**src/rtl/lcsl_pkg.sv**
```systemverilog
// shared types and constants for the lru cache set lookup block
// no dependencies

package lcsl_pkg;

    localparam int MAX_WAYS   = 8;
    localparam int TAG_BITS   = 20;
    localparam int CFG_W      = 4;
    localparam int RANK_W     = 3;
    localparam int CNT_W      = $clog2(MAX_WAYS + 1);
    localparam int IDX_W      = (MAX_WAYS > 1) ? $clog2(MAX_WAYS) : 1;
    localparam int RES_BITS   = 1 + RANK_W + 1 + TAG_BITS;
    localparam int S_TDATA_W  = ((TAG_BITS + 7) / 8) * 8;
    localparam int M_TDATA_W  = ((RES_BITS + 7) / 8) * 8;

    typedef logic [TAG_BITS-1:0] t_tag;

    typedef struct packed {
        logic              hit;
        logic [RANK_W-1:0] hit_rank;
        logic              evicted;
        t_tag              evicted_tag;
    } t_result;

endpackage

```
**src/rtl/lcsl_tag_set.sv**
```systemverilog
// tag store ordered by recency, line count, associativity register
// and the lookup / update logic; depends on lcsl_pkg

module lcsl_tag_set
    import lcsl_pkg::*;
(
    input  logic             i_clk,
    input  logic             i_rst_n,
    input  logic             i_cfg_wr,
    input  logic [CFG_W-1:0] i_cfg_data,
    input  logic             i_update,
    input  t_tag             i_tag,
    output t_result          o_result
);

    t_tag             r_tags [MAX_WAYS];
    t_tag             n_tags [MAX_WAYS];
    logic [CFG_W-1:0] r_ways;
    logic [CNT_W-1:0] r_held;
    logic [CNT_W-1:0] n_held;

    logic [CNT_W-1:0] eff_ways;
    logic [CNT_W-1:0] held;
    logic [CNT_W-1:0] upto;
    logic [MAX_WAYS-1:0] match;
    logic             hit;
    logic [IDX_W-1:0] rank;
    logic             evict;
    logic [IDX_W-1:0] tail_idx;

    // clamp associativity to 1..MAX_WAYS
    always_comb begin
        if (r_ways == '0) begin
            eff_ways = CNT_W'(1);
        end else if (32'(r_ways) > MAX_WAYS) begin
            eff_ways = CNT_W'(MAX_WAYS);
        end else begin
            eff_ways = CNT_W'(r_ways);
        end
        held = (r_held > eff_ways) ? eff_ways : r_held;
    end

    always_comb begin
        for (int i = 0; i < MAX_WAYS; i++) begin
            match[i] = (CNT_W'(i) < held) && (r_tags[i] == i_tag);
        end
    end

    // first match wins
    always_comb begin
        hit  = 1'b0;
        rank = '0;
        for (int i = MAX_WAYS - 1; i >= 0; i--) begin
            if (match[i]) begin
                hit  = 1'b1;
                rank = IDX_W'(i);
            end
        end
    end

    always_comb begin
        tail_idx = IDX_W'(held - CNT_W'(1));
        evict    = !hit && (held >= eff_ways);
        n_held   = r_held;
        if (hit) begin
            upto = CNT_W'(rank);
        end else if (!evict) begin
            upto   = held;
            n_held = held + CNT_W'(1);
        end else begin
            upto   = held - CNT_W'(1);
            n_held = held;
        end
    end

    always_comb begin
        n_tags[0] = i_tag;
        for (int i = 1; i < MAX_WAYS; i++) begin
            n_tags[i] = (CNT_W'(i) <= upto) ? r_tags[i-1] : r_tags[i];
        end
    end

    always_comb begin
        o_result.hit         = hit;
        o_result.hit_rank    = RANK_W'(rank);
        o_result.evicted     = evict;
        o_result.evicted_tag = evict ? r_tags[tail_idx] : '0;
    end

    always_ff @(posedge i_clk) begin
        if (!i_rst_n) begin
            r_ways <= CFG_W'(1);
            r_held <= '0;
        end else if (i_cfg_wr) begin
            r_ways <= i_cfg_data;
            r_held <= '0;
        end else if (i_update) begin
            r_held <= n_held;
        end
    end

    always_ff @(posedge i_clk) begin
        if (i_update && !i_cfg_wr) begin
            for (int i = 0; i < MAX_WAYS; i++) begin
                r_tags[i] <= n_tags[i];
            end
        end
    end

endmodule

```
**src/rtl/lru_cache_set_lookup_core.sv**
```systemverilog
// top level of the lru cache set lookup block: stream ports, input and
// result registers; depends on lcsl_pkg and lcsl_tag_set
//
// usage:
//   s_axis carries one access word per beat, the tag in the low bits.
//   m_axis returns one result word per access, in access order.
//   the cfg channel writes the associativity; any write empties the set.
//   write it only while no access is in flight.
// datapath: the access word is held in the input register, and its result
//   word is loaded into the result register when the input register advances.
// throughput: one access per cycle while m_axis is not stalled; the tag
//   compare, recency shift and eviction pick are all combinational between
//   the input register and the result register, so each access sees the
//   state left by the one before it.
// reset: set empty, associativity 1, both registers empty.
// stall: when m_axis_tready is low the result register holds, the input
//   register fills, and then s_axis_tready drops; nothing is lost.

module lru_cache_set_lookup_core
    import lcsl_pkg::*;
(
    input  logic                 i_clk,
    input  logic                 i_rst_n,
    input  logic                 i_cfg_valid,
    output logic                 o_cfg_ready,
    input  logic [CFG_W-1:0]     i_cfg_data,    // ways_in_use
    input  logic                 s_axis_tvalid,
    output logic                 s_axis_tready,
    input  logic [S_TDATA_W-1:0] s_axis_tdata,  // access_tag
    output logic                 m_axis_tvalid,
    input  logic                 m_axis_tready,
    output logic [M_TDATA_W-1:0] m_axis_tdata   // hit, hit_rank, evicted, evicted_tag
);

    logic    r_in_valid;
    t_tag    r_in_tag;
    logic    r_out_valid;
    t_result r_out;
    t_result result;
    logic    advance;
    logic    cfg_wr;

    assign advance       = r_in_valid && (!r_out_valid || m_axis_tready);
    assign s_axis_tready = !r_in_valid || advance;
    assign o_cfg_ready   = 1'b1;
    assign cfg_wr        = i_cfg_valid;

    lcsl_tag_set u_tag_set (
        .i_clk      (i_clk),
        .i_rst_n    (i_rst_n),
        .i_cfg_wr   (cfg_wr),
        .i_cfg_data (i_cfg_data),
        .i_update   (advance),
        .i_tag      (r_in_tag),
        .o_result   (result)
    );

    always_ff @(posedge i_clk) begin
        if (!i_rst_n) begin
            r_in_valid <= 1'b0;
        end else if (s_axis_tready) begin
            r_in_valid <= s_axis_tvalid;
        end
    end

    always_ff @(posedge i_clk) begin
        if (s_axis_tready && s_axis_tvalid) begin
            r_in_tag <= s_axis_tdata[TAG_BITS-1:0];
        end
    end

    always_ff @(posedge i_clk) begin
        if (!i_rst_n) begin
            r_out_valid <= 1'b0;
        end else if (advance) begin
            r_out_valid <= 1'b1;
        end else if (m_axis_tready) begin
            r_out_valid <= 1'b0;
        end
    end

    always_ff @(posedge i_clk) begin
        if (advance) begin
            r_out <= result;
        end
    end

    assign m_axis_tvalid = r_out_valid;
    assign m_axis_tdata  = M_TDATA_W'({r_out.evicted_tag, r_out.evicted,
                                       r_out.hit_rank, r_out.hit});

endmodule

```
**config.mk**
```make
export PLATFORM = sky130hd
export DESIGN_NAME = lru_cache_set_lookup_core
export DESIGN_NICKNAME = d
export VERILOG_FILES = /design/src/rtl/lcsl_pkg.sv /design/src/rtl/lcsl_tag_set.sv /design/src/rtl/lru_cache_set_lookup_core.sv
export SDC_FILE = /design/constraint.sdc
export NUM_CORES = 1
export LEC_CHECK = 0
export ABC_AREA = 1
export BUFFER_PORTS_ARGS = -buffer_cell sky130_fd_sc_hd__buf_2
export CORE_UTILIZATION = 45
export CTS_CLUSTER_SIZE = 10
export DETAILED_ROUTE_END_ITERATION = 8
export PLACE_DENSITY_LB_ADDON = 0.3
export REMOVE_ABC_BUFFERS = 1
export SETUP_SLACK_MARGIN = 0.1
export SYNTH_ARGS = -nofsm -noshare
export SYNTH_HDL_FRONTEND = slang
export SYNTH_SLANG_ARGS = --single-unit
```
**constraint.sdc**
```tcl
create_clock -name i_clk -period 7.9 [get_ports i_clk]
set_clock_uncertainty 0.2 [all_clocks]
set_input_delay 1.58 -clock i_clk [delete_from_list [all_inputs] [get_ports i_clk]]
set_output_delay 1.58 -clock i_clk [all_outputs]
set_load 0.02 [all_outputs]
```
* Word level (Yosys, flattened, before mapping) *
Memories as Yosys holds them, arrays and structs flattened. A register that Yosys moved wholly into a read port is not among the register bits.
Cells that the tools add are included.

word-level totals
  register bits = 35
  latch bits = 0
  bits in writable memories = 160
  ROM bits = 0
  bits of input ports = 33
  output and inout port bits = 35
  memories kept = 1

memory list
  memory            depth  width  rd ports  clocked after Yosys merged registers in  wr ports  line                source
  u_tag_set.r_tags  8      20     9         1                                        8         lcsl_tag_set.sv:16  t_tag r_tags [MAX_WAYS];

operators by class
  add/subtract/negate cells = 2
  multipliers = 0
  div/mod/pow operators = 0
  magnitude comparators = 18
  equal/unequal tests = 8
  shift-type cells = 0
  muxes and demuxes = 33
  bitwise operators = 2
  reduce and logical (&&, ||, !) cells = 23

operators by type and width
  kind                 number
  $eq 20x20->1         8
  $mux 20              7
  $mux 3               8
  $mux 4               6
  $le 3x4->1 const A   4
  $lt 3x4->1 const A   4
  $logic_and 1x1->1    12
  $mux 1               12
  $le 2x4->1 const A   2
  $lt 1x4->1 const A   2
  $lt 2x4->1 const A   2
  $logic_not 1->1      5
  $add 4x1->4 const B  1
  $ge 4x4->1           1
  $gt 4x4->1           1
  $gt 4x4->1 const B   1
  $le 1x4->1 const A   1
  $logic_not 4->1      1
  $sub 4x1->4 const B  1
  $logic_or 1x1->1     2
  $not 1->1            2
  $reduce_and 2->1     1
  $reduce_bool 2->1    1
  $reduce_or 2->1      1

* Logic depth before layout (Yosys ltp) *
  depth in word-level cells = 21
  mapped depth = 29
  depth with buffers taken out = 28

* By module *
A second synthesis with hierarchy kept.

second synthesis, totals
  cells, all modules = 1261
  area, all modules = 11466.0 um2

by module, submodules not included
  module                     times used  cells an instance  area an instance (um2)
  lcsl_tag_set               1           1193               9952.0
  lru_cache_set_lookup_core  1           68                 1514.0

* Least setup slack after synthesis *
OpenSTA, ideal clock, no wires.

  path type = input to register
  from = in m_axis_tready
  to = mem u_tag_set.r_tags[5][0] (netlist bit), enable pin
  library setup time = 375 ps
  data arrival time = 4570 ps
  data required time = 7325 ps
  setup slack = 2756 ps
  cell stages on the path = 8
  path buffers = 0
  cell sequence = inv_1 nand2_1 nand2_1 nor2_1 inv_1 nor2_1 nand2_1 inv_1

RTL lines
  element             line                             source
  start: declaration  lru_cache_set_lookup_core.sv:31  input logic m_axis_tready,
  end: declaration    lcsl_tag_set.sv:16

==> results list <==
* Maximum capacitance violations: 0
* Core Area: 24500 um^2
- After detailed routing, the total wire length is 28.8 mm.
- In this run the remaining antenna-violating nets after routing total 0.
* Number of cells produced by synthesis: 1173
* Synth area leaders: edfxtp_1, nand2_1, xnor2_1, o21ai_0, nor2_1
* Die Span X: 161 um
* Switching Share: 32.4%
- After synthesis, the largest area contributor takes up 54.2% of total cell area.
- Count of unique library cells instantiated by Yosys: 38
- Inst Count DP: 1504
- Depth of the worst register-to-register path: 27
* Clock period minus worst slack: 5860 ps
- Synth area leader: edfxtp_1
* Detailed-route DRC error count: 0
- STA classifies the critical path endpoint as a register.
* EDFF count, synth: 205
- In this run the core area contains 57 standard-cell rows.
* Leakage power total: 0.00480 uW
* Number of levels the H-tree was split into: 1
- Fill cells in the final layout number 2269.
* Dominant synthesized flop cell: edfxtp_1
* Worst max-slew margin expressed relative to the limit: 21.7%
- The run finished with clean final reports.
- Number of resized instances in the post-cts repair step: 0
* Ports: 68
- Category of the worst setup path launch point: register
- Detail-routed via count per cell: 5.31
- Timing endpoint of the critical path: u_tag_set.r_tags[5][14]
* Register-to-Register Setup Slack: 2040 ps
* Area growth, synth to finish: 10.7%
- After synthesis, the share of flip-flops with an asynchronous set or reset is 0%.
* Initial DRT Pass Iterations: 5
* Clock Tree Root: clkbuf_16
- At the end of routability-driven placement, the weighted congestion stood at 0.901.
- TritonCTS clock tree: done
- Hold violation count in the final report: 0
- Largest fanout on the critical path: 37
- The later pin in the worst-skew pair is clocked with a latency of 540 ps.
- Net count of the finished layout: 1254
* Critical R2R Capture: u_tag_set.r_tags[5][14]
* Area of the multi-input gates: 4350 um^2
- Clk pin slew, worst setup/hold paths: 50 ps
* Combined area of all synthesized cells: 11300 um^2
- Internal power of the cells: 2230 uW
- Crit path from: u_tag_set.r_ways[2]
- In this run, post-CTS hold repair placed 0 buffers.
* Synth warnings: 0
- DIE HEIGHT: 161 um
* Fmax: 0.171 GHz
- In this run, synthesis produced a sequential element count of 215.
- Period Utilization, post-route: 74.1%
- After global routing the overflow that remains totals 0.
- Vias: 8200
* Syn_area_per_cell: 9.67 um^2
* Switching pwr: 1070 uW
* Wire length of the first global-routing pass: 44.3 mm
- Final HPWL DP: 20.5 mm
- Counting along the longest clock path gives a buffer depth of 3.
- Entering global routing, the biggest net connects 101 pins.
* Per-cell routed wire length: 18.7 um
* Unrepaired setup endpoints after global routing: false
* Final count of pins violating max slew: 0
- The clock network is responsible for 32.6% of the overall power.
- The first routing iteration left 774 violations.
- For the pin with the worst max-slew slack, the measured transition is 1170 ps.
- Post-CTS timing repair inserted 0 buffers for setup.
- Overall die area: 25900 um^2
- Total routing resource utilization after global routing: 22.5%
- The initial utilization of the core area, before any placement, comes to 46.3%.
- Fraction of final layout cells sized beyond drive strength 1: 10.7%
- Portion of total power attributed to sequential cells: 43.6%
- 0 antenna diodes ended up in the layout.
* Required time worst endpoint: 7840 ps
- Counting every sink on the clock net gives 215.
- Combinational share of power: 23.8%
- Port buffer count: 55
- Critical Path AT: 5800 ps
* Vias in the first global route: 7728
- Sequential share of the synthesized area: 56.0%
- Final setup violation count: 0
- In this run the critical register-to-register path is launched from u_tag_set.r_ways[2].
- The tightest min-delay check is of the register to register type.
- In this run the power density over the cells is 263 nW/um^2.
* FF+latch area: 6360 um^2
- The number of clock buffers added by TritonCTS is 26.
- Across the VDD grid, the largest voltage drop is 0.184 mV.
- Final total negative setup slack: 0 ps
- Category of the most critical setup path: register to register
- The finished layout holds 1544 standard cells, fillers aside.
* Antenna violations before repair: 0
[how the worst min path moves through the flow]
| stage | start | end | slack, ps | depth (start not counted) |
|---|---|---|---|---|
| 2_1_floorplan | u_tag_set.r_tags[1][11] | u_tag_set.r_tags[2][11] | 230 | 0 |
| 3_3_place_gp | u_tag_set.r_tags[1][11] | u_tag_set.r_tags[2][11] | 230 | 0 |
| 3_5_place_dp | u_tag_set.r_tags[3][1] | u_tag_set.r_tags[4][1] | 240 | 0 |
| 4_1_cts | u_tag_set.r_tags[3][1] | u_tag_set.r_tags[4][1] | 250 | 0 |
| 5_1_grt | u_tag_set.r_tags[1][11] | u_tag_set.r_tags[2][11] | 270 | 0 |
| 6_report | u_tag_set.r_tags[1][11] | u_tag_set.r_tags[2][11] | 260 | 0 |
[layer usage]
layer,up-vias,wire [um],part of all wire (%),GRT usage (%)
li1,3990,-,-,-
met1,3842,12900,45,32.0
met2,314,13300,46,35.9
met3,54,1900,6.6,2.94
met4,0,741,2.6,6.52
met5,-,0,0,0
[layout by cell type, fill, tap and decap left out, drive strengths merged]
| master | synthesis | routed |
|---|---|---|
| clkbuf | 25 | 38 |
| a21oi | 55 | 55 |
| xnor2 | 89 | 89 |
| o22ai | 26 | 26 |
| nand3 | 45 | 45 |
| nor3 | 11 | 11 |
| clkinv | 1 | 2 |
| nand2 | 237 | 237 |
| o211ai | 1 | 1 |
| buf | 35 | 61 |
| or2 | 6 | 6 |
| ha | 13 | 13 |
| xor2 | 28 | 28 |
| dfxtp | 10 | 10 |
| o21ai | 112 | 112 |
| and2 | 6 | 6 |
| conb | 2 | 8 |
| nand2b | 1 | 1 |
| nor2 | 142 | 142 |
| nand3b | 2 | 2 |
| inv | 99 | 99 |
| clkinvlp | 0 | 1 |
| nor4 | 1 | 1 |
| nand4 | 21 | 21 |
| edfxtp | 205 | 205 |
[power groups by stage]
stage / combinational, uW / clock [uW] / sequential (uW)
after floorplan: 502 / 0 / 1460
after global placement: 773 / 0 / 1460
after detailed placement: 779 / 0 / 1460
after CTS: 783 / 1090 / 1440
after global routing: 878 / 1130 / 1450
final: 786 / 1070 / 1440
[critical path, stage by stage, from the launching register on]
cell and delay (ps):
dfxtp_1 330, nor2_1 130, nand2_1 60, a21oi_1 190, inv_1 90, ha_1 340, nand2_1 70, nand2_1 70
nand2_2 60, nand2_4 90, nand2_4 90, nand2_1 110, o21ai_4 100, inv_2 450, buf_4 490, ha_1 250
inv_1 70, nand2_1 60, nand2_1 50, nand2_1 90, nand2_1 50, nand2_1 60, nand2_1 80, nand2_1 140
nor2_4 80, nor2_2 750, nand2_1 110, inv_1 760
[state kept, by name, indices dropped and copies added, names as in the netlist]
register	count
m_axis_tdata	25
r_in_valid	1
u_tag_set.r_ways	4
u_tag_set.r_held	4
r_in_tag	20
m_axis_tvalid	1
u_tag_set.r_tags	160
[logic make-up after synthesis]
family	after synthesis	share of synthesized area, %
fa+ha+maj	13	1.43
buf+inv	160	5.95
simple gates	472	18.4
flops	215	56.0
compound gates	194	9.06
other cells	2	0.0662
xor+xnor	117	9.03
[metrics by stage]
stage / power (uW) / instance area [um^2] / hold WS, ps / util (%) / setup slack (ps)
floorplan: 1960 / 11100 / 226 / - / 671
global placement: 2230 / 11800 / 231 / 48.1 / 2110
detailed placement: 2240 / 11800 / 241 / 48.1 / 2040
CTS: 3310 / 12600 / 254 / 51.2 / 2030
global route: 3450 / 12600 / 272 / 51.2 / 1530
finish: 3300 / 12600 / 257 / 51.2 / 2040
[synth_stat cells, types with 3 or more instances]
cell        n
a21oi_1    53
and2_1      6
buf_1       5
buf_2      17
buf_4      12
clkbuf_1   25
dfxtp_1    10
edfxtp_1  205
ha_1       13
inv_1      97
nand2_1   223
nand2_2    10
nand2_4     4
nand3_1    41
nand4_1    21
nor2_1    137
nor2_4      3
nor3_1     10
o21ai_0   110
o22ai_1    26
or2_2       6
xnor2_1    89
xor2_1     28
[area by class of cell]
cell class,instances,share of cell area [%]
inverter,100,3.00
clock inverter,2,0.189
sequential,215,50.6
multi-input combinational,804,34.6
clock buffer,38,5.78
tap,324,3.23
timing repair buffer,61,2.55
No activity file was read; power rests on OpenSTA's default activity.
